## src/x86alu_pkg.sv

```systemverilog
// shared types, constants and helpers for the x86 integer alu
// no dependencies
package x86alu_pkg;

  localparam int unsigned QDepth = 2;
  localparam int unsigned QPtrW  = 1;
  localparam int unsigned QCntW  = 2;

  typedef enum logic [4:0] {
    OP_ADD  = 5'd0,
    OP_ADC  = 5'd1,
    OP_SUB  = 5'd2,
    OP_SBB  = 5'd3,
    OP_MUL  = 5'd4,
    OP_IMUL = 5'd5,
    OP_DIV  = 5'd6,
    OP_IDIV = 5'd7,
    OP_MOD  = 5'd8,
    OP_IMOD = 5'd9,
    OP_AND  = 5'd10,
    OP_OR   = 5'd11,
    OP_XOR  = 5'd12,
    OP_SHL  = 5'd13,
    OP_SHR  = 5'd14,
    OP_SAR  = 5'd15,
    OP_SAL  = 5'd16
  } op_e;

  typedef enum logic [2:0] {
    CLS_ARITH,
    CLS_MUL,
    CLS_DIV,
    CLS_LOGIC,
    CLS_SHIFT,
    CLS_NONE
  } cls_e;

  localparam logic [1:0] W8  = 2'd0;
  localparam logic [1:0] W16 = 2'd1;
  localparam logic [1:0] W32 = 2'd2;

  typedef struct packed {
    op_e         op;
    cls_e        cls;
    logic [1:0]  wsel;
    logic [31:0] d;
    logic [31:0] s;
    logic [31:0] d_sx;
    logic [31:0] s_sx;
    logic [4:0]  shamt;
    logic [63:0] div_a;
    logic [31:0] div_b;
    logic        div_zero;
    logic        neg_q;
    logic        neg_r;
  } entry_t;

  typedef struct packed {
    logic       full;
    logic       empty;
    logic [QCntW-1:0] count;
  } qstat_t;

  typedef struct packed {
    logic of;
    logic sf;
    logic zf;
    logic pf;
    logic cf;
  } flags_t;

  function automatic logic [31:0] mask_w(input logic [1:0] wsel);
    logic [31:0] m;
    case (wsel)
      W8:      m = 32'h0000_00FF;
      W16:     m = 32'h0000_FFFF;
      default: m = 32'hFFFF_FFFF;
    endcase
    return m;
  endfunction

  function automatic logic top_bit(input logic [31:0] v, input logic [1:0] wsel);
    logic b;
    case (wsel)
      W8:      b = v[7];
      W16:     b = v[15];
      default: b = v[31];
    endcase
    return b;
  endfunction

  function automatic logic [31:0] sext32(input logic [31:0] v, input logic [1:0] wsel);
    logic [31:0] r;
    case (wsel)
      W8:      r = {{24{v[7]}}, v[7:0]};
      W16:     r = {{16{v[15]}}, v[15:0]};
      default: r = v;
    endcase
    return r;
  endfunction

endpackage

```

## src/x86alu_queue.sv

```systemverilog
// two-entry queue between front and back end
// depends on x86alu_pkg
module x86alu_queue (
  input  logic               clk_i,
  input  logic               rst_ni,
  input  logic               push_i,
  input  x86alu_pkg::entry_t entry_i,
  input  logic               pop_i,
  output x86alu_pkg::entry_t head_o,
  output logic               head_valid_o,
  output x86alu_pkg::qstat_t qstat_o
);
  import x86alu_pkg::*;

  entry_t           mem_q [QDepth];
  logic [QPtrW-1:0] wr_q;
  logic [QPtrW-1:0] rd_q;
  logic [QCntW-1:0] cnt_q;
  logic             do_push;
  logic             do_pop;

  assign do_push = push_i && (cnt_q != QCntW'(QDepth));
  assign do_pop  = pop_i && (cnt_q != '0);

  assign head_o        = mem_q[rd_q];
  assign head_valid_o  = (cnt_q != '0);
  assign qstat_o.full  = (cnt_q == QCntW'(QDepth));
  assign qstat_o.empty = (cnt_q == '0);
  assign qstat_o.count = cnt_q;

  always_ff @(posedge clk_i or negedge rst_ni) begin
    if (!rst_ni) begin
      wr_q  <= '0;
      rd_q  <= '0;
      cnt_q <= '0;
    end else begin
      if (do_push) wr_q <= wr_q + 1'b1;
      if (do_pop) rd_q <= rd_q + 1'b1;
      if (do_push && !do_pop) cnt_q <= cnt_q + 1'b1;
      else if (do_pop && !do_push) cnt_q <= cnt_q - 1'b1;
    end
  end

  always_ff @(posedge clk_i) begin
    if (do_push) mem_q[wr_q] <= entry_i;
  end

endmodule

```

## config.mk

```make
export PLATFORM = sky130hd
export DESIGN_NAME = x86alu_queue
export DESIGN_NICKNAME = d
export VERILOG_FILES = /design/src/x86alu_pkg.sv /design/src/x86alu_queue.sv
export SDC_FILE = /design/constraint.sdc
export NUM_CORES = 1
export LEC_CHECK = 0
export BUFFER_PORTS_ARGS = -buffer_cell sky130_fd_sc_hd__buf_2
export CAP_MARGIN = 5
export CORE_MARGIN = 5
export CORE_UTILIZATION = 55
export DETAILED_ROUTE_END_ITERATION = 16
export GPL_ROUTABILITY_DRIVEN = 0
export GPL_TIMING_DRIVEN = 1
export HOLD_SLACK_MARGIN = 0.05
export PLACE_DENSITY = 0.88
export SETUP_SLACK_MARGIN = 0.2
export SKIP_CTS_REPAIR_TIMING = 1
export SYNTH_ARGS = -nofsm -noshare
export SYNTH_HDL_FRONTEND = slang
export SYNTH_SLANG_ARGS = --single-unit
export TNS_END_PERCENT = 10
```

## constraint.sdc

```tcl
create_clock -name clk_i -period 27.4 [get_ports clk_i]
set_input_delay 5.48 -clock clk_i [delete_from_list [all_inputs] [get_ports clk_i]]
set_output_delay 5.48 -clock clk_i [all_outputs]
set_load 0.1 [all_outputs]
```

==> results of run 1 <==
-- area by class of cell --
type,instances,area share (%)
clock inverter,26,1.100
sequential,488,64.36
multi-input combinational,255,15.24
inverter,3,0.04951
antenna,8,0.08802
clock buffer,58,5.540
timing repair buffer,502,11.16
tap,448,2.465
-- metal layers --
metal | routed length (um) | vias up | share of wire [%] | global-route usage [%]
li1 | - | 4146 | - | -
met1 | 14000 | 4609 | 35 | 23.28
met2 | 21720 | 442 | 54 | 37.26
met3 | 3467 | 74 | 8.6 | 6.078
met4 | 1017 | 10 | 2.5 | 7.351
met5 | 61 | - | 0.15 | 0
-- Yosys cell counts, drive strengths merged --
master,count,share of area (%)
inv,3,0.061
edfxtp,484,79
nand2,2,0.041
dfrtp,4,0.55
xnor2,3,0.14
nor2,2,0.041
buf,27,1.4
mux2,242,18
nand2b,1,0.034
xor2,2,0.095
ha,1,0.068
or2,1,0.034
and3,1,0.034
-- cell families (layout without fill, tap and decap cells) --
kind of cell	after synthesis	count (layout)	synth area share (%)
XOR/XNOR	5	5	0.2386
buffers and inverters	30	589	1.479
adder cells (fa/ha/maj)	1	1	0.06814
AND/OR/NAND/NOR	7	7	0.1841
flip-flops	488	488	79.71
multiplexers	242	242	18.32
other	0	8	0
-- flip-flops by register name, summed over array words and instances, names as in the netlist --
name   flops
mem_q    484
cnt_q      2
rd_q       1
wr_q       1
-- through the flow --
step	util (%)	hold slack [ns]
finish	68.34	0.5498
floorplan	-	0.4608
detailed placement	63.74	0.5336
CTS	68.28	0.5562
global placement	63.74	0.5228
global route	68.31	0.5861
-- worst paths after layout --
check	to	slack [ns]	cells past startpoint
min in group asynchronous	rd_q	4.73	1
max in group asynchronous	rd_q	22.54	1
min reg2reg	cnt_q[1]	0.55	1
max	head_o[40]	17.64	4
max reg2reg	mem_q[1][148]	24.04	4
min	cnt_q[1]	0.55	1
-- critical path: stages, from the launching register on --
cell and delay [ns]:
dfrtp_4 1.08, buf_4 0.97, buf_4 0.87, mux2_4 0.30
buf_2 0.42
==> impl_metrics.yaml, run 1 <==
status:
  status: "completed"
finish:
  final_common_cell: "buf_2"
  seq_area_um2: 14640
  layout-drive-gt1-share_pct: 60.81
  final_area_um2: 22740
  area_growth_pct: 23.88
  fillers: 2074
  mostFrequentLayoutCells: "buf_2, edfxtp_1, mux2_4"
  nNetsFinal: 1544
  multi_input_area_um2: 3466
  finalNonFillerCells: 1788
logic_synthesis:
  synth_cells: 773
  ys_types: 15
  syn-cell-area_um2: 18360
  ys_ff_latch: 488
  syn_nets: 1020
  yosys_warnings: 0
  yosysSeqAreaShare_pct: 79.71
  syn_area_per_cell_um2: 23.75
clock_tree:
  numCtsBuffers: 47
  cts_tree: "done"
  ctsRootBufferMaster: "clkbuf_16"
  htree_levels: 2
  cts.clk_slew.worst_paths_ns: 0.06
  cts_sinks: 488
  cts_buffer_depth: 3
  clkLatencyLatePin_ns: 0.55
sta:
  rsz0062_at_grt: "no"
  final.setup.tns_ns: 0
  worstMarginPinSlew_ns: 1.094
  max_freq_mhz: 102.5
  post-route-period-util_pct: 35.61
  fin_skew_ns: 0.01410
  relSlewSlack_pct: 27.04
  drv_slew: 0
  fin_ws_ns: 17.64
  finalSetupViolations: 0
  hold_viol: 0
  period_minus_slack_ns: 9.756
global_route:
  grt_pass1_vias: 9818
  grt_use_total_pct: 20.64
  grt_pass1_wl_mm: 57.37
  grt_max_degree: 75
  overflow: 0
  antenna_found_initial: 10
placed_design:
  dpl_worst_slack_ns: 18.19
  io_buffers: 492
  place_hpwl_mm: 28.01
  place_area_um2: 21210
  post-place-cells: 1696
die:
  die_h_um: 192.7
  pin_count: 493
  row_count: 67
  die-area_um2: 37130
  coreArea_um2: 33280
  initial_utilization_pct: 55.16
  die_w_um: 192.7
critical_path:
  critPathMaxFanout: 70
  startpoint_type: "flip-flop"
  crit_start: "rd_q"
  critPathCaptureType: "primary output"
  crit_type: "flip-flop to primary output"
  worstPathRequired_ns: 21.92
  worstReg2RegStart: "cnt_q[0]"
  cp.arrival_ns: 4.28
route:
  drc: 0
  wl_per_cell_um: 22.52
  ant_nets: 0
  wl_mm: 40.26
  num_vias: 9281
  via_per_inst: 5.191
  drt-initial-drc-count: 548
  first_pass_iters: 4
min_path:
  min_from: "cnt_q[1]"
  hold_class: "flip-flop to flip-flop"
run:
  max-cap-violations: 0
Power of run 1 is left out: the tool's default activity adds up to more than one toggle a clock period on the data nets, which glitch-free logic cannot reach.
==> run 2: changes to the inputs <==
Settings changed: CORE_UTILIZATION 55 to 52, PLACE_DENSITY 0.88 to 0.84.
Clock period 27.4 ns to 9.73 ns, I/O delays scaled along.
==> impl_metrics.yaml, run 2 (same netlist as run 1, synthesis figures left out) <==
route:
  ant_nets: 0
  num_vias: 9117
  wl_mm: 40.08
  drc: 0
  via_per_inst: 5.068
  drt-initial-drc-count: 505
  first_pass_iters: 5
  wl_per_cell_um: 22.28
global_route:
  grt_use_total_pct: 19.69
  antenna_found_initial: 19
  grt_pass1_vias: 9905
  grt_pass1_wl_mm: 57.97
  overflow: 0
  grt_max_degree: 123
finish:
  top_regs: "mem_q: 484 flops, cnt_q: 2 flops"
  fillers: 2305
  seq_area_um2: 14640
  mostFrequentLayoutCells: "buf_2, edfxtp_1, mux2_4"
  area_growth_pct: 24.01
  final_common_cell: "buf_2"
  final_area_um2: 22770
  top_register: "mem_q"
  layout-drive-gt1-share_pct: 61.38
  nNetsFinal: 1544
  multi_input_area_um2: 3466
  largest_reg_flops: 484
  final_core_util_pct: 65.59
clock_tree:
  cts.clk_slew.worst_paths_ns: 0.06
  cts_buffer_depth: 3
  cts_sinks: 488
  numCtsBuffers: 48
  clkLatencyLatePin_ns: 0.55
  cts_tree: "done"
  ctsRootBufferMaster: "clkbuf_16"
  htree_levels: 2
sta:
  final.setup.tns_ns: 0
  fin_skew_ns: 0.006233
  post-route-period-util_pct: 54.48
  finalSetupViolations: 0
  relSlewSlack_pct: 27.51
  worstMarginPinSlew_ns: 1.087
  rsz0062_at_grt: "no"
  period_minus_slack_ns: 5.301
  max_freq_mhz: 188.6
  drv_slew: 0
  hold_viol: 0
die:
  die-area_um2: 39160
  die_w_um: 197.9
  pin_count: 493
  initial_utilization_pct: 52.89
  coreArea_um2: 34710
  die_h_um: 197.9
  row_count: 68
critical_path:
  cp.arrival_ns: 3.36
  worstPathRequired_ns: 7.78
  critPathCaptureType: "primary output"
  startpoint_type: "flip-flop"
  crit_type: "flip-flop to primary output"
  r2r_slack_ns: 6.44
  critPathMaxFanout: 66
status:
  status: "completed"
placed_design:
  io_buffers: 492
  place_hpwl_mm: 27.91
  place_area_um2: 21230
run:
  max-cap-violations: 0
min_path:
  hold_class: "flip-flop to flip-flop"
==> run 2: cell types whose count changed in the layout (fill, tap and decap cells not counted), sizes merged <==
cell / previous run / this run
diode: 8 / 13
buf: 502 / 501
inv: 4 / 3
clkinvlp: 2 / 1
clkinv: 18 / 22
bufinv: 5 / 4
clkbuf: 58 / 57
==> run 2: worst max-delay path: stages (launching register included) <==
cell     delay, ns
dfrtp_4       1.04
buf_4         0.89
mux2_4        0.31
buf_2         0.43
==> run 2: metrics by stage <==
step,worst slack [ns],cells,hold WS [ns]
global placement,5.093,1702,0.5247
detailed placement,5.018,1702,0.5395
global route,4.309,1798,0.5909
floorplan,0.9192,773,0.4788
finish,4.429,1799,0.5604
CTS,4.390,1786,0.5523
==> run 2: final timing paths <==
path / start / end / depth (start not counted)
setup / recovery: rd_q / head_o[176] / 3
hold / removal: cnt_q[1] / cnt_q[1] / 1
setup reg to reg: cnt_q[0] / mem_q[1][62] / 4
hold reg to reg: cnt_q[1] / cnt_q[1] / 1
max in group asynchronous: rst_ni / rd_q / 1
min in group asynchronous: rst_ni / rd_q / 1
==> run 2: metal layers <==
| layer | GRT usage (%) | wire length (um) | vias up |
|---|---|---|---|
| li1 | - | - | 4141 |
| met1 | 21.19 | 13520 | 4459 |
| met2 | 34.65 | 21260 | 423 |
| met3 | 6.789 | 3988 | 82 |
| met4 | 9.666 | 1210 | 12 |
| met5 | 0 | 95 | - |
==> run 2: area by class of cell <==
| class | count | area share (%) |
|---|---|---|
| Antenna cell | 13 | 0.1429 |
| Clock buffer | 57 | 5.606 |
| Clock inverter | 27 | 1.017 |
| Inverter | 3 | 0.04946 |
| Multi-Input combinational cell | 255 | 15.22 |
| Sequential cell | 488 | 64.29 |
| Tap cell | 455 | 2.501 |
| Timing Repair Buffer | 501 | 11.17 |
Power of run 2 is left out for the same reason.
==> run 3: changes to the inputs <==
Clock period 9.73 ns to 4.9 ns, I/O delays scaled along.
==> impl_metrics.yaml, run 3 (same netlist as run 1, synthesis figures left out) <==
critical_path:
  reg2reg_depth: 3
  crit_type: "flip-flop to primary output"
  r2r_slack_ns: 2.43
  timing.rr.end: "mem_q[1][160]"
  critPathCaptureType: "primary output"
  crit_start: "rd_q"
  cp.arrival_ns: 2.81
  crit_chain: "buf_4, mux2_2, buf_2"
  worstReg2RegStart: "cnt_q[0]"
  worstPathRequired_ns: 3.92
  crit_end: "head_o[30]"
  slowest_delay_ns: 1.06
  slowest_stage: "dfrtp_4"
  startpoint_type: "flip-flop"
  critPathMaxFanout: 50
finish:
  layout-drive-gt1-share_pct: 61.34
  top_register: "mem_q"
  largest_reg_flops: 484
  area_growth_pct: 24.96
  mostFrequentLayoutCells: "buf_2, edfxtp_1, mux2_4"
  final_common_cell: "buf_2"
  final_core_util_pct: 66.09
  top_regs: "mem_q: 484 flops, cnt_q: 2 flops"
  nNetsFinal: 1551
  fillers: 2277
clock_tree:
  cts_buffer_depth: 3
  clkLatencyLatePin_ns: 0.56
  numCtsBuffers: 47
  cts_tree: "done"
  cts.clk_slew.worst_paths_ns: 0.05
  htree_levels: 2
  ctsRootBufferMaster: "clkbuf_16"
  cts_sinks: 488
placed_design:
  place_hpwl_mm: 28.94
  io_buffers: 492
global_route:
  grt_pass1_wl_mm: 59.00
  antenna_found_initial: 14
  grt_max_degree: 104
  grt_pass1_vias: 10060
  grt_use_total_pct: 20.03
  overflow: 0
sta:
  relSlewSlack_pct: 34.46
  worstMarginPinSlew_ns: 0.9831
  fin_skew_ns: 0.01379
  rsz0062_at_grt: "no"
  period_minus_slack_ns: 3.790
  max_freq_mhz: 263.8
  hold_viol: 0
  finalSetupViolations: 0
  drv_slew: 0
  post-route-period-util_pct: 77.36
route:
  num_vias: 9286
  wl_mm: 40.82
  drc: 0
  ant_nets: 0
  drt-initial-drc-count: 508
  first_pass_iters: 4
  via_per_inst: 5.147
  wl_per_cell_um: 22.63
die:
  initial_utilization_pct: 52.89
  row_count: 68
  coreArea_um2: 34710
  die_w_um: 197.9
  pin_count: 493
  die_h_um: 197.9
  die-area_um2: 39160
min_path:
  hold_class: "input port to asynchronous set/reset pin"
status:
  status: "completed"
run:
  max-cap-violations: 0
run 3: cell type report:
class                           instances  area (um2)  area share (%)
Antenna cell                            9       22.52         0.09817
Clock buffer                           57        1256           5.476
Clock inverter                         28       279.0           1.216
Inverter                                3       11.26         0.04909
Multi-Input combinational cell        255        3482           15.18
Sequential cell                       488       14640           63.83
Tap cell                              455       569.3           2.482
Timing Repair Buffer                  509        2678           11.67
run 3: worst min path at each step:
stage          startpoint  endpoint  slack, ns  depth (start not counted)
2_1_floorplan        wr_q      wr_q       0.51                          1
3_3_place_gp     cnt_q[1]  cnt_q[1]       0.49                          1
3_5_place_dp     cnt_q[1]  cnt_q[1]       0.50                          1
4_1_cts            rst_ni      wr_q       0.18                          1
5_1_grt            rst_ni  cnt_q[0]       0.20                          1
6_report           rst_ni      wr_q       0.23                          1
run 3: critical path: cells and delay by family (launching register included):
family / cells / cell delay, ns
buffers and inverters: 2 / 0.78
flip-flops: 1 / 1.06
multiplexers: 1 / 0.39
run 3: per-stage QoR:
stage          worst slack (ns)  area (um2)  std cells  hold WS (ns)  TNS [ns]
6_report                  1.110       22940       1804        0.2253         0
5_1_grt                  0.9776       22940       1802        0.1988         0
2_1_floorplan           -0.1226       18390        773        0.5127    -29.68
4_1_cts                   1.041       22920       1795        0.1808         0
3_5_place_dp              1.664       21380       1710        0.4980         0
3_3_place_gp              1.678       21380       1710        0.4920         0
run 3: layer usage:
layer  wire, um  global-route usage [%]
met3       3338                   5.751
met5         87                       0
met2      21640                   35.47
met1      14110                   22.36
met4       1646                   9.385
Power of run 3 is left out for the same reason.
