--- src/x86alu_pkg.sv ---
// shared types, constants and helpers for the x86 integer alu
// no dependencies
package x86alu_pkg;

  localparam int unsigned QDepth = 2;
  localparam int unsigned QPtrW  = 1;
  localparam int unsigned QCntW  = 2;

  typedef enum logic [4:0] {
    OP_ADD  = 5'd0,
    OP_ADC  = 5'd1,
    OP_SUB  = 5'd2,
    OP_SBB  = 5'd3,
    OP_MUL  = 5'd4,
    OP_IMUL = 5'd5,
    OP_DIV  = 5'd6,
    OP_IDIV = 5'd7,
    OP_MOD  = 5'd8,
    OP_IMOD = 5'd9,
    OP_AND  = 5'd10,
    OP_OR   = 5'd11,
    OP_XOR  = 5'd12,
    OP_SHL  = 5'd13,
    OP_SHR  = 5'd14,
    OP_SAR  = 5'd15,
    OP_SAL  = 5'd16
  } op_e;

  typedef enum logic [2:0] {
    CLS_ARITH,
    CLS_MUL,
    CLS_DIV,
    CLS_LOGIC,
    CLS_SHIFT,
    CLS_NONE
  } cls_e;

  localparam logic [1:0] W8  = 2'd0;
  localparam logic [1:0] W16 = 2'd1;
  localparam logic [1:0] W32 = 2'd2;

  typedef struct packed {
    op_e         op;
    cls_e        cls;
    logic [1:0]  wsel;
    logic [31:0] d;
    logic [31:0] s;
    logic [31:0] d_sx;
    logic [31:0] s_sx;
    logic [4:0]  shamt;
    logic [63:0] div_a;
    logic [31:0] div_b;
    logic        div_zero;
    logic        neg_q;
    logic        neg_r;
  } entry_t;

  typedef struct packed {
    logic       full;
    logic       empty;
    logic [QCntW-1:0] count;
  } qstat_t;

  typedef struct packed {
    logic of;
    logic sf;
    logic zf;
    logic pf;
    logic cf;
  } flags_t;

  function automatic logic [31:0] mask_w(input logic [1:0] wsel);
    logic [31:0] m;
    case (wsel)
      W8:      m = 32'h0000_00FF;
      W16:     m = 32'h0000_FFFF;
      default: m = 32'hFFFF_FFFF;
    endcase
    return m;
  endfunction

  function automatic logic top_bit(input logic [31:0] v, input logic [1:0] wsel);
    logic b;
    case (wsel)
      W8:      b = v[7];
      W16:     b = v[15];
      default: b = v[31];
    endcase
    return b;
  endfunction

  function automatic logic [31:0] sext32(input logic [31:0] v, input logic [1:0] wsel);
    logic [31:0] r;
    case (wsel)
      W8:      r = {{24{v[7]}}, v[7:0]};
      W16:     r = {{16{v[15]}}, v[15:0]};
      default: r = v;
    endcase
    return r;
  endfunction

endpackage

--- src/x86alu_back.sv ---
// back end: executes queued operations, keeps the flags, holds the result register
// depends on x86alu_pkg
module x86alu_back (
  input  logic               clk_i,
  input  logic               rst_ni,
  input  x86alu_pkg::entry_t head_i,
  input  logic               head_valid_i,
  output logic               pop_o,
  output logic               m_axis_tvalid_o,
  input  logic               m_axis_tready_i,
  output logic [63:0]        m_axis_tdata_o,  // result
  output logic [5:0]         m_axis_tuser_o   // carry, parity, zero, sign, overflow, div error
);
  import x86alu_pkg::*;

  typedef enum logic [1:0] {ST_IDLE, ST_MUL, ST_DIV, ST_FIN} state_e;

  state_e      state_q;
  flags_t      flags_q;
  entry_t      ent_q;
  logic [63:0] prod_q;
  logic [63:0] quo_q;
  logic [31:0] rem_q;
  logic [5:0]  cnt_q;
  logic        out_valid_q;
  logic [63:0] out_res_q;
  logic        out_derr_q;

  logic        can_load;
  logic        out_load;
  logic [63:0] sc_res;
  flags_t      sc_flags;
  logic        sc_derr;
  logic [31:0] r32;
  logic [31:0] m;
  logic [33:0] full;
  logic        cin;
  logic [5:0]  wbits;
  logic [5:0]  idx;
  logic [4:0]  cm1;

  logic signed [32:0] ma;
  logic signed [32:0] mb;
  logic signed [65:0] mp;
  logic               msgn;

  logic [63:0] mf_res;
  flags_t      mf_flags;
  logic        mflag;

  logic [32:0] dv_t;
  logic        dv_ge;
  logic [32:0] dv_sub;
  logic [31:0] dq32;
  logic [31:0] dr32;
  logic [63:0] df_res;

  assign can_load        = !out_valid_q || m_axis_tready_i;
  assign m_axis_tvalid_o = out_valid_q;
  assign m_axis_tdata_o  = out_res_q;
  assign m_axis_tuser_o  = {out_derr_q, flags_q.of, flags_q.sf, flags_q.zf,
                            flags_q.pf, flags_q.cf};

  // result register loads this cycle
  assign out_load = ((state_q == ST_IDLE) && pop_o && (head_i.cls != CLS_MUL) &&
                     !((head_i.cls == CLS_DIV) && !head_i.div_zero)) ||
                    (((state_q == ST_MUL) || (state_q == ST_FIN)) && can_load);

  // results formed straight from the queue head: add/sub, logic, shift and divide by zero
  always_comb begin
    m        = mask_w(head_i.wsel);
    sc_flags = flags_q;
    sc_derr  = 1'b0;
    r32      = '0;
    full     = '0;
    idx      = '0;
    cm1      = head_i.shamt - 5'd1;
    cin      = ((head_i.op == OP_ADC) || (head_i.op == OP_SBB)) && flags_q.cf;
    case (head_i.wsel)
      W8:      wbits = 6'd8;
      W16:     wbits = 6'd16;
      default: wbits = 6'd32;
    endcase
    case (head_i.cls)
      CLS_ARITH: begin
        if ((head_i.op == OP_ADD) || (head_i.op == OP_ADC)) begin
          full = {2'b0, head_i.d} + {2'b0, head_i.s} + {33'b0, cin};
          r32  = full[31:0] & m;
          sc_flags.of = (top_bit(head_i.d, head_i.wsel) == top_bit(head_i.s, head_i.wsel))
                        && (top_bit(r32, head_i.wsel) != top_bit(head_i.d, head_i.wsel));
          case (head_i.wsel)
            W8:      sc_flags.cf = full[8];
            W16:     sc_flags.cf = full[16];
            default: sc_flags.cf = full[32];
          endcase
        end else begin
          full = {2'b0, head_i.d} - {2'b0, head_i.s} - {33'b0, cin};
          r32  = full[31:0] & m;
          sc_flags.cf = full[33];
          sc_flags.of = (top_bit(head_i.d, head_i.wsel) != top_bit(head_i.s, head_i.wsel))
                        && (top_bit(r32, head_i.wsel) != top_bit(head_i.d, head_i.wsel));
        end
      end
      CLS_LOGIC: begin
        case (head_i.op)
          OP_AND:  r32 = head_i.d & head_i.s;
          OP_OR:   r32 = head_i.d | head_i.s;
          default: r32 = head_i.d ^ head_i.s;
        endcase
        sc_flags.cf = 1'b0;
        sc_flags.of = 1'b0;
      end
      CLS_SHIFT: begin
        idx = wbits - {1'b0, head_i.shamt};
        case (head_i.op)
          OP_SHL, OP_SAL: begin
            r32 = (head_i.d << head_i.shamt) & m;
            sc_flags.cf = (head_i.shamt != '0) && head_i.d[idx[4:0]];
          end
          OP_SHR: begin
            r32 = (head_i.d >> head_i.shamt) & m;
            sc_flags.cf = (head_i.shamt != '0) && head_i.d[cm1];
          end
          default: begin
            r32 = 32'($signed(head_i.d_sx) >>> head_i.shamt) & m;
            sc_flags.cf = (head_i.shamt != '0) && head_i.d[cm1];
          end
        endcase
      end
      CLS_DIV: sc_derr = 1'b1;
      default: r32 = '0;
    endcase
    if ((head_i.cls == CLS_ARITH) || (head_i.cls == CLS_LOGIC) ||
        (head_i.cls == CLS_SHIFT)) begin
      sc_flags.pf = ~^r32[7:0];
      sc_flags.zf = (r32 == 32'd0);
      sc_flags.sf = top_bit(r32, head_i.wsel);
    end
    sc_res = {32'b0, r32};
  end

  // multiplier, registered into prod_q
  always_comb begin
    msgn = (head_i.op == OP_IMUL);
    ma   = msgn ? $signed({head_i.d_sx[31], head_i.d_sx}) : $signed({1'b0, head_i.d});
    mb   = msgn ? $signed({head_i.s_sx[31], head_i.s_sx}) : $signed({1'b0, head_i.s});
    mp   = ma * mb;
  end

  always_comb begin
    mf_flags = flags_q;
    case (ent_q.wsel)
      W8: begin
        mf_res = {48'b0, prod_q[15:0]};
        mflag  = (ent_q.op == OP_IMUL) ? !((&prod_q[63:7]) || !(|prod_q[63:7]))
                                       : |prod_q[63:8];
      end
      W16: begin
        mf_res = {32'b0, prod_q[31:0]};
        mflag  = (ent_q.op == OP_IMUL) ? !((&prod_q[63:15]) || !(|prod_q[63:15]))
                                       : |prod_q[63:16];
      end
      default: begin
        mf_res = prod_q;
        mflag  = (ent_q.op == OP_IMUL) ? !((&prod_q[63:31]) || !(|prod_q[63:31]))
                                       : |prod_q[63:32];
      end
    endcase
    mf_flags.cf = mflag;
    mf_flags.of = mflag;
  end

  // restoring divider, one quotient bit per cycle
  always_comb begin
    dv_t   = {rem_q, quo_q[63]};
    dv_ge  = (dv_t >= {1'b0, ent_q.div_b});
    dv_sub = dv_t - {1'b0, ent_q.div_b};
    dq32   = ent_q.neg_q ? (32'd0 - quo_q[31:0]) : quo_q[31:0];
    dr32   = ent_q.neg_r ? (32'd0 - rem_q) : rem_q;
    df_res = {32'b0, (((ent_q.op == OP_DIV) || (ent_q.op == OP_IDIV)) ? dq32 : dr32)
                     & mask_w(ent_q.wsel)};
  end

  always_comb begin
    pop_o = 1'b0;
    if ((state_q == ST_IDLE) && head_valid_i) begin
      case (head_i.cls)
        CLS_MUL: pop_o = 1'b1;
        CLS_DIV: pop_o = head_i.div_zero ? can_load : 1'b1;
        default: pop_o = can_load;
      endcase
    end
  end

  always_ff @(posedge clk_i or negedge rst_ni) begin
    if (!rst_ni) begin
      state_q     <= ST_IDLE;
      flags_q     <= '0;
      out_valid_q <= 1'b0;
      out_res_q   <= '0;
      out_derr_q  <= 1'b0;
      ent_q       <= '0;
      prod_q      <= '0;
      quo_q       <= '0;
      rem_q       <= '0;
      cnt_q       <= '0;
    end else begin
      if (out_load) out_valid_q <= 1'b1;
      else if (out_valid_q && m_axis_tready_i) out_valid_q <= 1'b0;
      case (state_q)
        ST_IDLE: begin
          if (pop_o) begin
            ent_q <= head_i;
            if (head_i.cls == CLS_MUL) begin
              prod_q  <= mp[63:0];
              state_q <= ST_MUL;
            end else if ((head_i.cls == CLS_DIV) && !head_i.div_zero) begin
              quo_q   <= head_i.div_a;
              rem_q   <= '0;
              cnt_q   <= 6'd63;
              state_q <= ST_DIV;
            end else begin
              out_res_q   <= sc_res;
              out_derr_q  <= sc_derr;
              flags_q     <= sc_flags;
            end
          end
        end
        ST_MUL: begin
          if (can_load) begin
            out_res_q   <= mf_res;
            out_derr_q  <= 1'b0;
            flags_q     <= mf_flags;
            state_q     <= ST_IDLE;
          end
        end
        ST_DIV: begin
          quo_q <= {quo_q[62:0], dv_ge};
          rem_q <= dv_ge ? dv_sub[31:0] : dv_t[31:0];
          cnt_q <= cnt_q - 6'd1;
          if (cnt_q == '0) state_q <= ST_FIN;
        end
        ST_FIN: begin
          if (can_load) begin
            out_res_q   <= df_res;
            out_derr_q  <= 1'b0;
            state_q     <= ST_IDLE;
          end
        end
        default: state_q <= ST_IDLE;
      endcase
    end
  end

endmodule
--- config.mk ---
export PLATFORM = sky130hd
export DESIGN_NAME = x86alu_back
export DESIGN_NICKNAME = d
export VERILOG_FILES = /design/src/x86alu_pkg.sv /design/src/x86alu_back.sv
export SDC_FILE = /design/constraint.sdc
export NUM_CORES = 2
export LEC_CHECK = 0
export ABC_AREA = 1
export ABC_CLOCK_PERIOD_IN_PS = 7950
export BUFFER_PORTS_ARGS = -buffer_cell sky130_fd_sc_hd__buf_2
export CAP_MARGIN = 25
export CORE_MARGIN = 2
export CORE_UTILIZATION = 35
export DETAILED_ROUTE_END_ITERATION = 10
export RECOVER_POWER = 50
export SLEW_MARGIN = 20
export SYNTH_ARGS = -nofsm -noshare
export SYNTH_HDL_FRONTEND = slang
export SYNTH_SLANG_ARGS = --single-unit
--- constraint.sdc ---
create_clock -name clk_i -period 7.95 [get_ports clk_i]
set_input_delay 1.1925 -clock clk_i [delete_from_list [all_inputs] [get_ports clk_i]]
set_output_delay 1.1925 -clock clk_i [all_outputs]
set_load 0.05 [all_outputs]
==> flow_metrics.tcl <==
set metrics [dict create \
    crit_type "primary input to flop" \
    async_reset_ff_share_pct 100 \
    rows 159 \
    drive_above_1_share_pct 21.7 \
    worstSetupEndpoint "prod_q[58]$_DFFE_PN0P_" \
    drc 0 \
    fp.dieW_um 439 \
    final_util_pct 44.6 \
    gr-total-overflow 0 \
    cts_buffers 30 \
    firstDrtPassIters 8 \
    cts_tree "done" \
    design_area_mm2 0.0839 \
    die_h_um 439 \
    setup_violations 43 \
    mostFrequentLayoutCells "nand2_1, inv_1, fa_1" \
    cp_max_fo 9 \
    ant_nets 0 \
    start_util_pct 35.2 \
    reg2reg_to "m_axis_tuser_o[2]$_DFFE_PN0P_" \
    clock-root-buffer "clkbuf_16" \
    path_common_cell "fa_1" \
    cts.sinks 280 \
    synthCells 9117 \
    finalNetCount 11847 \
    fin_setup_tns_ns -23.14 \
    setup_ws_ns -0.924 \
    gp_congestion 1.04 \
    reg2reg_from "m_axis_tuser_o[0]$_DFFE_PN0P_" \
    portBuffers 317 \
    tightest_slew_ns 3.90 \
    synth.cell_area_mm2 0.0663 \
    ios 318 \
    synth_edf_count 0 \
    synth_area_per_cell_um2 7.27 \
    end_kind "flop" \
    cts_hold_buf 0 \
    multi_input_comb_area_mm2 0.0540 \
    final_hold_viol_count 0 \
    antenna_found_initial 7 \
    grt_usage_pct 31.7 \
    r2r_slack_ns 3.31 \
    reg2reg_depth 26 \
    crit_required_ns 8.48 \
    vias_per_cell 5.30 \
    violations "max-capacitance violations, max-slew violations, negative setup slack" \
    drt_wl_total_mm 311 \
    maxCapViolCount 3 \
    startpoint_type "primary input" \
    worstHoldPathType "flop to flop" \
    ys_warn_count 0 \
    place_area_mm2 0.0780 \
    seq_area_mm2 0.00701 \
    grt_pass1_vias 68848 \
    worstSkewPairLatency_ns 0.66 \
    fin_crit_sh_pct 112 \
    syn_nets 10844 \
    critPathArrivalTime_ns 9.40 \
    nFillCells 18964 \
    synth_seq_cells 280 \
    area_growth_pct 26.6 \
    grt_max_degree 140 \
    status "complete, but fails checks" \
    drt_iter0_drc 5767 \
    ys_types 68 \
    ys_seq_area_share_pct 10.6 \
    post_drt_wl_per_cell_um 24.6 \
    grt_pass1_wl_mm 452 \
    crit_slowest_cell "fa_2" \
    drv_slew 232 \
    rsz0062_at_grt "true" \
    max_stage_delay_ns 0.62 \
    dp_hpwl_mm 260 \
    timing.final.crit_period_ns 8.87 \
    num_vias 67052 \
    clock_skew_ns 0.0222 \
    h-tree-depth 1 \
    relSlewSlack_pct -160 \
    synth_ff_type "dfrtp_1" \
    core-area_mm2 0.188 \
    layout_commonest_cell "nand2_1" \
    clk_path_buf_depth 3 \
    fmaxAchievable_ghz 0.113 \
    crit_path_start "head_i[241]" \
    clkTransAtPathRegs_ns 0.07 \
    dieArea_mm2 0.193 \
]
[critical path, delay by kind of cell]
family | cells | cell delay (ns)
buffers and inverters | 13 | 1.49
and+or+nand+nor | 7 | 0.76
adders and majority gates | 9 | 4.34
xor gates and xnor gates | 1 | 0.14
AOI/OAI and AO/OA | 9 | 1.43
[flip-flops by register name, summed over array words and instances, names as in the netlist]
register,cells
m_axis_tuser_o,5
state_q,2
ent_q,41
out_derr_q,1
m_axis_tvalid_o,1
m_axis_tdata_o,64
rem_q,32
prod_q,64
quo_q,64
cnt_q,6
[per-layer routing]
layer / vias to the layer above / share of wire (%) / global-route usage (%)
met5: - / 0.0087 / 0.620
met4: 4 / 9.3 / 21.6
met3: 900 / 8.2 / 6.31
met2: 3124 / 44 / 50.4
met1: 32943 / 38 / 38.8
li1: 30081 / - / -
[area by class of cell]
cell class / count / share of cell area [%]
Antenna cell: 6 / 0.0179
Clock buffer: 40 / 1.02
Clock inverter: 14 / 0.275
Inverter: 1770 / 8.07
Multi-Input combinational cell: 6654 / 64.4
Sequential cell: 280 / 8.36
Tap cell: 2495 / 3.72
Timing Repair Buffer: 1384 / 14.1
[synthesized netlist by cell type, types with 17 or more instances]
| master | instances | share of area [%] |
|---|---|---|
| xnor2_1 | 48 | 0.63 |
| or2_2 | 44 | 0.42 |
| a31oi_1 | 44 | 0.42 |
| nor2_1 | 898 | 5.1 |
| xor2_1 | 58 | 0.77 |
| nand4_1 | 82 | 0.77 |
| inv_1 | 1719 | 9.7 |
| o211ai_1 | 79 | 0.90 |
| fa_1 | 1129 | 34 |
| o21a_1 | 51 | 0.58 |
| o22ai_1 | 18 | 0.17 |
| o21bai_1 | 17 | 0.19 |
| clkinv_1 | 31 | 0.18 |
| nand2_2 | 22 | 0.21 |
| o21ai_1 | 46 | 0.35 |
| o221ai_1 | 19 | 0.25 |
| nor3_1 | 63 | 0.48 |
| inv_2 | 19 | 0.11 |
| ha_1 | 352 | 6.6 |
| a21oi_1 | 375 | 2.8 |
| mux2i_1 | 23 | 0.35 |
| nor4_1 | 29 | 0.27 |
| dfrtp_1 | 280 | 11 |
| clkbuf_1 | 332 | 1.9 |
| nand3_1 | 342 | 2.6 |
| o21ai_0 | 681 | 5.1 |
| o31ai_1 | 20 | 0.23 |
| buf_1 | 24 | 0.14 |
| nand2_1 | 2070 | 12 |
| buf_2 | 45 | 0.34 |
[kinds of logic (layout without fill, tap and decap cells)]
kind of cell | after synthesis | count (layout) | share of synthesized area, %
buffers and inverters | 2184 | 3208 | 12.5
AND/OR/NAND/NOR | 3602 | 3603 | 22.2
other | 0 | 6 | 0
adder cells (fa/ha/maj) | 1481 | 1481 | 40.8
XOR/XNOR | 106 | 106 | 1.40
AO/OA/AOI/OAI | 1441 | 1441 | 12.2
flip-flops | 280 | 280 | 10.6
multiplexers | 23 | 23 | 0.347
[how the worst min path moves through the flow]
stage	cells past startpoint	slack, ns	to	from
after floorplan	2	0.44	prod_q[6]$_DFFE_PN0P_	prod_q[6]$_DFFE_PN0P_
after global placement	2	0.46	m_axis_tdata_o[39]$_DFFE_PN0P_	m_axis_tdata_o[39]$_DFFE_PN0P_
after detailed placement	2	0.46	m_axis_tdata_o[20]$_DFFE_PN0P_	m_axis_tdata_o[20]$_DFFE_PN0P_
after CTS	2	0.48	m_axis_tdata_o[20]$_DFFE_PN0P_	m_axis_tdata_o[20]$_DFFE_PN0P_
after global routing	1	0.50	quo_q[62]$_DFFE_PN0P_	quo_q[62]$_DFFE_PN0P_
final	2	0.48	m_axis_tdata_o[61]$_DFFE_PN0P_	m_axis_tdata_o[61]$_DFFE_PN0P_
[per-stage QoR]
| step | setup slack [ns] | hold WS [ns] | std cells |
|---|---|---|---|
| final | -0.924 | 0.476 | 12643 |
| after global routing | -1.13 | 0.502 | 12637 |
| after CTS | -0.846 | 0.479 | 12544 |
| after detailed placement | -1.99 | 0.461 | 12390 |
| after global placement | -2.00 | 0.461 | 12388 |
| after floorplan | -0.567 | 0.442 | 9117 |
[timing repair]
action,in CTS,in global routing
hold endpoints to repair,0,0
buffers inserted,108,86
resized for setup,390,390
cloned,5,13
setup endpoints to repair,46,46
pin swaps,152,206
Power is left out: the tool's default activity adds up to more than one toggle a clock period on the data nets, which glitch-free logic cannot reach.
