## config.mk

```make
export PLATFORM = sky130hd
export DESIGN_NAME = x86alu_front
export DESIGN_NICKNAME = d
export VERILOG_FILES = /design/src/x86alu_pkg.sv /design/src/x86alu_front.sv
export SDC_FILE = /design/constraint.sdc
export NUM_CORES = 1
export LEC_CHECK = 0
export BUFFER_PORTS_ARGS = -buffer_cell sky130_fd_sc_hd__buf_2
export CAP_MARGIN = 20
export CORE_AREA = 5 5 135 137
export DETAILED_ROUTE_END_ITERATION = 16
export DIE_AREA = 0 0 140 142
export GPL_TIMING_DRIVEN = 0
export SETUP_SLACK_MARGIN = 0.02
export SYNTH_ARGS = -nofsm -noshare
export SYNTH_HDL_FRONTEND = slang
export SYNTH_SLANG_ARGS = --single-unit
```

## constraint.sdc

```tcl
create_clock -name vclk -period 3.66
set_clock_uncertainty 0.1 [all_clocks]
set_input_delay 0.366 -clock vclk [all_inputs]
set_output_delay 0.366 -clock vclk [all_outputs]
set_load 0.05 [all_outputs]
```

## src/x86alu_pkg.sv

```systemverilog
// shared types, constants and helpers for the x86 integer alu
// no dependencies
package x86alu_pkg;

  localparam int unsigned QDepth = 2;
  localparam int unsigned QPtrW  = 1;
  localparam int unsigned QCntW  = 2;

  typedef enum logic [4:0] {
    OP_ADD  = 5'd0,
    OP_ADC  = 5'd1,
    OP_SUB  = 5'd2,
    OP_SBB  = 5'd3,
    OP_MUL  = 5'd4,
    OP_IMUL = 5'd5,
    OP_DIV  = 5'd6,
    OP_IDIV = 5'd7,
    OP_MOD  = 5'd8,
    OP_IMOD = 5'd9,
    OP_AND  = 5'd10,
    OP_OR   = 5'd11,
    OP_XOR  = 5'd12,
    OP_SHL  = 5'd13,
    OP_SHR  = 5'd14,
    OP_SAR  = 5'd15,
    OP_SAL  = 5'd16
  } op_e;

  typedef enum logic [2:0] {
    CLS_ARITH,
    CLS_MUL,
    CLS_DIV,
    CLS_LOGIC,
    CLS_SHIFT,
    CLS_NONE
  } cls_e;

  localparam logic [1:0] W8  = 2'd0;
  localparam logic [1:0] W16 = 2'd1;
  localparam logic [1:0] W32 = 2'd2;

  typedef struct packed {
    op_e         op;
    cls_e        cls;
    logic [1:0]  wsel;
    logic [31:0] d;
    logic [31:0] s;
    logic [31:0] d_sx;
    logic [31:0] s_sx;
    logic [4:0]  shamt;
    logic [63:0] div_a;
    logic [31:0] div_b;
    logic        div_zero;
    logic        neg_q;
    logic        neg_r;
  } entry_t;

  typedef struct packed {
    logic       full;
    logic       empty;
    logic [QCntW-1:0] count;
  } qstat_t;

  typedef struct packed {
    logic of;
    logic sf;
    logic zf;
    logic pf;
    logic cf;
  } flags_t;

  function automatic logic [31:0] mask_w(input logic [1:0] wsel);
    logic [31:0] m;
    case (wsel)
      W8:      m = 32'h0000_00FF;
      W16:     m = 32'h0000_FFFF;
      default: m = 32'hFFFF_FFFF;
    endcase
    return m;
  endfunction

  function automatic logic top_bit(input logic [31:0] v, input logic [1:0] wsel);
    logic b;
    case (wsel)
      W8:      b = v[7];
      W16:     b = v[15];
      default: b = v[31];
    endcase
    return b;
  endfunction

  function automatic logic [31:0] sext32(input logic [31:0] v, input logic [1:0] wsel);
    logic [31:0] r;
    case (wsel)
      W8:      r = {{24{v[7]}}, v[7:0]};
      W16:     r = {{16{v[15]}}, v[15:0]};
      default: r = v;
    endcase
    return r;
  endfunction

endpackage

```

## src/x86alu_front.sv

```systemverilog
// front end: accepts transactions and classifies them into queue entries
// depends on x86alu_pkg
module x86alu_front (
  input  logic                  s_axis_tvalid_i,
  output logic                  s_axis_tready_o,
  input  logic [95:0]           s_axis_tdata_i,  // operand_src, operand_dest
  input  logic [6:0]            s_axis_tuser_i,  // op, width_sel
  input  x86alu_pkg::qstat_t    qstat_i,
  output logic                  push_o,
  output x86alu_pkg::entry_t    entry_o
);
  import x86alu_pkg::*;

  logic [31:0] src;
  logic [63:0] dest;
  logic [1:0]  wsel;
  logic [31:0] m;
  op_e         op;
  logic        sgn;
  logic [63:0] a_raw;
  logic        na;
  logic        nb;

  assign src  = s_axis_tdata_i[31:0];
  assign dest = s_axis_tdata_i[95:32];
  assign op   = op_e'(s_axis_tuser_i[4:0]);
  assign wsel = (s_axis_tuser_i[6:5] == 2'd3) ? W32 : s_axis_tuser_i[6:5];
  assign m    = mask_w(wsel);
  assign sgn  = (op == OP_IDIV) || (op == OP_IMOD);

  assign s_axis_tready_o = !qstat_i.full;
  assign push_o          = s_axis_tvalid_i && !qstat_i.full;

  always_comb begin
    case (wsel)
      W8:      a_raw = sgn ? {{48{dest[15]}}, dest[15:0]} : {48'b0, dest[15:0]};
      W16:     a_raw = sgn ? {{32{dest[31]}}, dest[31:0]} : {32'b0, dest[31:0]};
      default: a_raw = dest;
    endcase
  end

  always_comb begin
    entry_o      = '0;
    entry_o.op   = op;
    entry_o.wsel = wsel;
    entry_o.d    = dest[31:0] & m;
    entry_o.s    = src & m;
    entry_o.d_sx = sext32(dest[31:0], wsel);
    entry_o.s_sx = sext32(src, wsel);
    case (wsel)
      W8:      entry_o.shamt = {2'b0, src[2:0]};
      W16:     entry_o.shamt = {1'b0, src[3:0]};
      default: entry_o.shamt = src[4:0];
    endcase
    na = sgn && a_raw[63];
    nb = sgn && entry_o.s_sx[31];
    entry_o.div_a    = na ? (64'd0 - a_raw) : a_raw;
    entry_o.div_b    = nb ? (32'd0 - entry_o.s_sx) : entry_o.s;
    entry_o.div_zero = (entry_o.s == 32'd0);
    entry_o.neg_q    = na ^ nb;
    entry_o.neg_r    = na;
    case (op)
      OP_ADD, OP_ADC, OP_SUB, OP_SBB:    entry_o.cls = CLS_ARITH;
      OP_MUL, OP_IMUL:                   entry_o.cls = CLS_MUL;
      OP_DIV, OP_IDIV, OP_MOD, OP_IMOD:  entry_o.cls = CLS_DIV;
      OP_AND, OP_OR, OP_XOR:             entry_o.cls = CLS_LOGIC;
      OP_SHL, OP_SHR, OP_SAR, OP_SAL:    entry_o.cls = CLS_SHIFT;
      default:                           entry_o.cls = CLS_NONE;
    endcase
  end

endmodule

```

==> metrics, run 1 <==
FFs & Latches 0; first-pass GRT wire length 36500 µm; number of detailed-route iterations in the first pass 5; Worst Tran Pin Value 0.826 ns; initial antenna violation count 1; Placer Congestion 0.910; fin cells 1344; WL final 24300 µm; top cells by count, synth 183 x nand2_1, 58 x nor2_1, 55 x inv_1; setup_tns 0 ns; Final Hold Fails 0; syn nets 885; Post-Syn Area 4360 µm²; global-route usage over all layers 22.3%; Worst EP arrival 3.07 ns; # rows 48; Crit Path Class in2out; WHS 0.934 ns; Die Span Y 142 µm; RSZ-0062 raised after global routing no; DP Wirelength 20200 µm; Final min period 3.53 ns; Power Dens Cells 210 nW/µm²; Crit. End Element primary output; port bufs 340; Max-Cap Viols 0; Worst Path Required 3.19 ns; post-synthesis sequential area ratio 0%; Pwr Total 1.35 mW; nets 1231; Initial Util 25.7%; WL per Instance 18.0 µm; Starting DRT DRC Count 552; fmax 0.283 GHz; Via Count 6901; die span in x 140 µm; dpl cell area 6350 µm²; number of instances in the placed design 1340; Core ar. 16900 µm²; relative slew slack 44.9%; Leak 3.73 nW; Synth top area share 15.8%; Area Growth Syn to Fin 47.7%; vias per std cell 5.13; # DRC 0; die area 19900 µm²; final setup margin 0.128 ns; Final Cycle Share 96.5%; Finished Core Util 38.0%; Mapped Cells 775; YS warnings 0; Startpoint Class primary input; largest net degree at the start of global routing 11; n_diodes 0; FF+latch area 0 µm²; synth unique cells 71; largest area contributor in the netlist nand2_1; critical-path maximum fanout 4; I/O pin cnt 352; pre-CTS setup slack -0.748 ns; hold crit path type in2out; total congestion overflow 0; Clock Buffer Count 0; Syn Area/Cell 5.62 µm²; status completed; vias in the first global route 6371; Post-Layout Inst Area 6440 µm²; Hold Crit Depth 2; layout cells sized above 1 38.4%; max-slew violations 0; largest cells by area after synthesis nand2_1 16%, buf_4 7.4%, xnor2_1 7.0%, xor2_1 5.4%, nor2_1 5.0%; Final ANT Viol Nets 0; top-count cell post-synth nand2_1; Finish-stage setup viols 0; peak supply drop 87.5 µV
-- path summary, 6_finish.rpt --
kind	startpoint	to	slack (ns)
setup / recovery	s_axis_tdata_i[54]	entry_o[82]	0.13
hold / removal	s_axis_tuser_i[3]	entry_o[240]	0.93
-- kinds of logic (layout without fill, tap and decap cells) --
family / count (synthesis) / in the layout / synth area share, %
and+or+nand+nor: 386 / 386 / 42.3
AOI/OAI and AO/OA: 158 / 158 / 23.5
buffers and inverters: 149 / 493 / 16.9
xor gates and xnor gates: 62 / 62 / 12.5
muxes: 18 / 18 / 4.25
adders and majority gates: 2 / 2 / 0.574
-- layout by cell type, fill, tap and decap left out, types with 18 or more instances in the layout --
master	instances
a21oi_1	43
inv_1	55
xnor2_1	35
clkbuf_1	23
a31oi_1	19
o21ai_0	36
nor2_1	58
nor3_1	18
nand2_1	183
buf_4	48
xor2_1	27
buf_2	346
-- what timing repair did --
action                                 4_1_cts  5_1_grt
buffers inserted                             0        5
hold buffers                                 0        0
endpoints found under the hold margin        0        0
cloned                                       0        0
setup endpoints to repair                  101       45
pin swaps                                    0        3
gates resized for setup                      9       21
-- cell type report --
| cell class | instances | area (µm²) |
|---|---|---|
| fillers | 1895 | 10500 |
| multi-input cells | 626 | 3660 |
| repair buffers | 345 | 1740 |
| plain buffers | 92 | 542 |
| well taps | 225 | 282 |
| inverters | 56 | 210 |
-- per-layer routing --
metal	vias up	GRT usage, %	wire length [µm]
li1	3338	-	-
met1	3160	30.6	10400
met2	364	37.7	11400
met3	37	3.26	2070
met4	2	4.23	435
met5	-	0	13
-- worst max-delay path, stage by stage --
cell and delay, ns:
buf_2 0.13, or4_1 0.61, o21ai_0 0.24, nand2_1 0.23, or3_1 0.50, or4_1 0.55
o311ai_1 0.12, clkbuf_4 0.32
-- power breakdown --
group,leakage [nW],switching [mW],internal [mW]
combinational,3.73,1.04,0.313
clock,0,0,0
sequential,0,0,0
(Power assumes the default switching activity.)
==> run 2, diff against run 1 <==
--- a/config.mk
+++ b/config.mk
@@ -5,13 +5,14 @@
 export SDC_FILE = /design/constraint.sdc
 export NUM_CORES = 1
 export LEC_CHECK = 0
-export BUFFER_PORTS_ARGS = -buffer_cell sky130_fd_sc_hd__buf_2
+export BUFFER_PORTS_ARGS = -buffer_cell sky130_fd_sc_hd__buf_4
 export CAP_MARGIN = 20
 export CORE_AREA = 5 5 135 137
 export DETAILED_ROUTE_END_ITERATION = 16
 export DIE_AREA = 0 0 140 142
 export GPL_TIMING_DRIVEN = 0
-export SETUP_SLACK_MARGIN = 0.02
+export SETUP_SLACK_MARGIN = 0.15
+export SLEW_MARGIN = 10
 export SYNTH_ARGS = -nofsm -noshare
 export SYNTH_HDL_FRONTEND = slang
 export SYNTH_SLANG_ARGS = --single-unit
==> run 2 against run 1 <==
Net effect: worst setup slack improved by 0.079 ns; sequential share of layout area did not move; global-route usage is 0.64 points higher; non-clock buffer count rose by 1; die area unchanged; core utilization grew 5.2 points; sequential cell count did not move; hold slack worse by 0.047 ns; highest routed layer is now met4; total power increased by 12%.
==> metrics, run 2 (synthesis gave the netlist of run 1 again) <==
status completed; Final min period 3.45 ns (-0.0789 ns); hold worst-path end entry_o[240]; Max-Cap Viols 0 (unchanged); total congestion overflow 0 (unchanged); DP Wirelength 21000 µm (+3.5%); dpl cell area 7210 µm² (+14%); FF+latch area 0 µm² (unchanged); Logic pwr share 100.0% (about the same); vias per std cell 5.16 (+0.49%); CP max stage delay 0.59 ns (-0.02 ns); Pwr Total 1.51 mW (+12%); Crit. End Element primary output; WL per Instance 19.0 µm (+5.4%); Finished Core Util 43.2% (+5.2 points); WHS 0.887 ns (-0.0468 ns); Final ANT Viol Nets 0 (unchanged); commonest non-fill, non-tap cell in the layout buf_4; first-pass GRT wire length 37200 µm (+1.9%); Clock Buffer Count 0 (unchanged); NetSw 1.06 mW (+2.4%); initial antenna violation count 0 (-1); port bufs 340 (unchanged); die span in x 140 µm (unchanged); fill count 1839 (-3.0%); Startpoint Class primary input; Die Span Y 142 µm (unchanged); internal power 0.451 mW (+44%); fmax 0.290 GHz (+2.3%); Final Hold Fails 0 (unchanged); critical-path maximum fanout 10 (+6); I/O pin cnt 352 (unchanged); Via Count 6940 (+0.57%); WL final 25600 µm (+5.5%); max-slew violations 0 (unchanged); relative slew slack 47.6% (+2.7 points); Starting DRT DRC Count 530 (-4.0%); global-route usage over all layers 23.0% (+0.64 points); # rows 48 (unchanged); vias in the first global route 6429 (+0.91%); Leak 3.97 nW (+6.6%); # DRC 0 (unchanged); die area 19900 µm² (unchanged); Power Dens Cells 207 nW/µm² (-1.5%); Post-Layout Inst Area 7320 µm² (+14%); Area Growth Syn to Fin 68.0%; peak supply drop 86.2 µV (-1.5%); cell-by-cell trace of the critical path buf_4 -> or4_1 -> o21ai_0 -> nand2_1 -> nor3_4 -> buf_2 -> nand4_1 -> a21oi_1 -> buf_4; Net Sw Frac 70.2% (-6.6 points); number of detailed-route iterations in the first pass 5 (unchanged); layout cells sized above 1 38.8% (+0.41 points); Worst EP arrival 2.99 ns (-0.08 ns); Core ar. 16900 µm² (unchanged); min-delay src s_axis_tuser_i[3]; Flop pwr share 0% (unchanged); hold crit path type in2out; Initial Util 25.7% (unchanged); n_diodes 0 (unchanged); Hold Crit Depth 2 (unchanged); nets 1232 (+0.081%); Max stage delay cell, worst path or4_1; Finish-stage setup viols 0 (unchanged); number of hold buffers added after cts 0 (unchanged); Final Cycle Share 94.4% (-2.2 points); Crit Path Class in2out; Placer Congestion 0.897 (-1.4%); Worst Tran Pin Value 0.786 ns (-0.0406 ns); RSZ-0062 raised after global routing yes; Worst Path Required 3.19 ns (about the same); FFs & Latches 0 (unchanged); most frequent cells in the layout 388 x buf_4, 183 x nand2_1, 58 x nor2_1, 55 x inv_1, 43 x a21oi_1; CP dominant cell by count buf_4; Clock power frac 0% (unchanged); largest net degree at the start of global routing 11 (unchanged)
[run 2: worst max-delay path by stage]
stage / start / to / slack [ns] / cells past startpoint
final: s_axis_tdata_i[54] / entry_o[98] / 0.21 / 9
after global routing: s_axis_tuser_i[5] / entry_o[98] / 0.12 / 9
after CTS: s_axis_tuser_i[5] / entry_o[94] / 0.15 / 9
after detailed placement: s_axis_tuser_i[6] / entry_o[166] / -0.49 / 9
after global placement: s_axis_tuser_i[6] / entry_o[166] / -0.53 / 9
after floorplan: s_axis_tuser_i[5] / entry_o[2] / 0.16 / 8
[run 2: power groups by stage]
| stage | logic [mW] | clock network (mW) | registers, mW |
|---|---|---|---|
| floorplan | 0.977 | 0 | 0 |
| global placement | 1.50 | 0 | 0 |
| detailed placement | 1.50 | 0 | 0 |
| CTS | 1.51 | 0 | 0 |
| global route | 1.58 | 0 | 0 |
| finish | 1.51 | 0 | 0 |
[run 2: what timing repair did]
item,CTS,global route
gates resized for setup,14,17
setup buffers,0,5
pin swaps,1,2
endpoints found under the setup margin,110,52
[run 2: cell type report]
| type | instances | area, µm² | area share, % |
|---|---|---|---|
| Buffer | 93 | 546 | 7.45 |
| Inverter | 56 | 210 | 2.87 |
| Multi-Input combinational cell | 626 | 3690 | 50.5 |
| Tap cell | 225 | 282 | 3.85 |
| Timing Repair Buffer | 345 | 2590 | 35.4 |
[run 2: stage by stage]
step	cells	setup slack, ns	setup TNS [ns]
floorplan	775	0.162	0
global placement	1340	-0.530	-22.05
detailed placement	1340	-0.489	-17.55
CTS	1340	0.154	0
global route	1345	0.116	0
finish	1345	0.206	0
[run 2: metal layers]
metal | vias to the layer above | GRT usage, % | part of all wire, %
li1 | 3328 | - | -
met1 | 3195 | 31.3 | 42
met2 | 383 | 40.1 | 48
met3 | 34 | 2.89 | 8.3
met4 | 0 | 3.16 | 1.6
met5 | - | 0 | 0
[run 2: worst max-delay path: cells and delay by family]
kind	cells	cell delay, ns
compound gates	2	0.54
simple gates	4	1.35
buf+inv	3	0.73
==> run 3, diff against run 2 <==
--- a/config.mk
+++ b/config.mk
@@ -7,10 +7,11 @@
 export LEC_CHECK = 0
 export BUFFER_PORTS_ARGS = -buffer_cell sky130_fd_sc_hd__buf_4
 export CAP_MARGIN = 20
-export CORE_AREA = 5 5 135 137
+export CORE_AREA = 2 2 136 138
 export DETAILED_ROUTE_END_ITERATION = 16
-export DIE_AREA = 0 0 140 142
+export DIE_AREA = 0 0 138 140
 export GPL_TIMING_DRIVEN = 0
+export PLACE_DENSITY = 0.65
 export SETUP_SLACK_MARGIN = 0.15
 export SLEW_MARGIN = 10
 export SYNTH_ARGS = -nofsm -noshare
==> constraint.sdc (replaced) <==
create_clock -name vclk -period 3.66
set_clock_uncertainty 0.1 [all_clocks]
set_input_delay 0.732 -clock vclk [all_inputs]
set_output_delay 0.732 -clock vclk [all_outputs]
set_load 0.05 [all_outputs]
==> run 3 against run 2 <==
Net effect: the run now ends with negative setup slack left; non-clock buffer count is 76 higher; routed wire length is 8.1% higher; via count is 7.4% higher; critical path type unchanged; highest routed layer unchanged.
==> metrics, run 3 (synthesis gave the netlist of run 1 again) <==
pre-CTS setup slack -1.21 ns (-0.718 ns); Core ar. 17800 µm² (+5.0%); WL final 27600 µm (+8.1%); Worst EP arrival 3.01 ns (+0.02 ns); nets 1308 (+6.2%); WHS 1.62 ns (+0.733 ns); global-route usage over all layers 25.8% (+2.9 points); Startpoint Class primary input; setup_tns -2.13 ns (-2.13 ns); vias per std cell 5.23 (+1.4%); Max-Cap Viols 0 (unchanged); initial antenna violation count 0 (unchanged); port bufs 340 (unchanged); die span in x 138 µm (-1.4%); critical-path maximum fanout 8 (-2); vias in the first global route 7012 (+9.1%); failing checks negative setup slack; fin cells 1425 (+5.9%); Worst Tran Pin Value 0.754 ns (-0.0312 ns); Crit. End Element primary output; Finished Core Util 59.5% (+16 points); # DRC 0 (unchanged); WL per Instance 19.4 µm (+2.0%); RSZ-0062 raised after global routing yes; Final Cycle Share 105% (+11 points); Power Dens Cells 170 nW/µm² (-18%); Finish-stage setup viols 28 (+28); Worst Path Required 2.83 ns (-0.36 ns); # rows 49 (+2.1%); status finished with violations; die area 19300 µm² (-2.8%); most frequent cells in the layout 369 x buf_4, 170 x nand2_1, 87 x buf_6, 53 x inv_1, 42 x nor2_1; number of detailed-route iterations in the first pass 5 (unchanged); Final ANT Viol Nets 0 (unchanged); Starting DRT DRC Count 500 (-5.7%); commonest non-fill, non-tap cell in the layout buf_4; largest net degree at the start of global routing 11 (unchanged); Die Span Y 140 µm (-1.4%); fmax 0.260 GHz (-10%); Area Growth Syn to Fin 143%; hold crit path type in2out; Hold Crit Depth 2 (unchanged); FF+latch area 0 µm² (unchanged); peak supply drop 117 µV (+36%); final setup margin -0.182 ns (-0.389 ns); DP Wirelength 21000 µm (about the same); Crit Path Class in2out; first-pass GRT wire length 40700 µm (+9.4%); Final Hold Fails 0 (unchanged); I/O pin cnt 352 (unchanged); layout cells sized above 1 61.5% (+23 points); Final min period 3.84 ns (+0.389 ns); Clock Buffer Count 0 (unchanged); Placer Congestion 0.936 (+4.4%); max-slew violations 0 (unchanged); total congestion overflow 0 (unchanged); number of instances in the placed design 1344 (+0.30%); relative slew slack 49.2% (+1.6 points); Leak 5.09 nW (+28%); Initial Util 24.5% (-1.2 points); Via Count 7456 (+7.4%); FFs & Latches 0 (unchanged); n_diodes 0 (unchanged)
## run 3: changes by cell type in the layout (fill, tap and decap cells not counted), moves of 19 or more
cell / previous run / this run
xnor2_2: 0 / 26
buf_6: 1 / 87
buf_8: 0 / 19
buf_4: 388 / 369
xor2_1: 27 / 6
o21ai_0: 34 / 14
a21oi_1: 43 / 22
xnor2_1: 35 / 4
## run 3: what timing repair did
item,in CTS,in global routing
setup endpoints to repair,165,97
pin swaps,52,51
hold endpoints to repair,0,0
resized for setup,259,114
buffers inserted,49,29
gates cloned,2,1
hold buffers,0,0
## run 3: final cells by class
type | instances | area (µm²)
repair buffers | 421 | 3640
well taps | 229 | 287
inverters | 56 | 228
multi-input cells | 626 | 5650
fillers | 1616 | 7200
plain buffers | 93 | 774
## run 3: layer usage
metal / GRT usage [%] / routed length, µm
met3: 2.36 / 1720
met4: 4.83 / 503
met5: 0 / 0
met2: 46.0 / 14000
met1: 34.3 / 11400
## run 3: worst paths after layout
kind | from | to | slack (ns)
setup / recovery | s_axis_tdata_i[14] | entry_o[23] | -0.18
hold / removal | s_axis_tuser_i[1] | entry_o[238] | 1.62
## run 3: critical path, stage by stage
cell	delay, ns
buf_8	0.10
or4_4	0.56
o31ai_4	0.22
nand4_1	0.20
or3_4	0.46
buf_12	0.16
o31ai_4	0.25
xnor2_2	0.15
buf_6	0.18
## run 3: power breakdown
| group | internal, mW | switching, mW | leakage, nW |
|---|---|---|---|
| clock network | 0 | 0 | 0 |
| registers | 0 | 0 | 0 |
| logic | 0.614 | 1.19 | 5.09 |
| total | 0.614 | 1.19 | 5.09 |
## run 3: metrics by stage
step	total power, mW	cell area [µm²]
5_1_grt	1.87	10600
4_1_cts	1.74	9860
6_report	1.80	10600
2_1_floorplan	1.08	5490
3_3_place_gp	1.61	8330
3_5_place_dp	1.61	8330
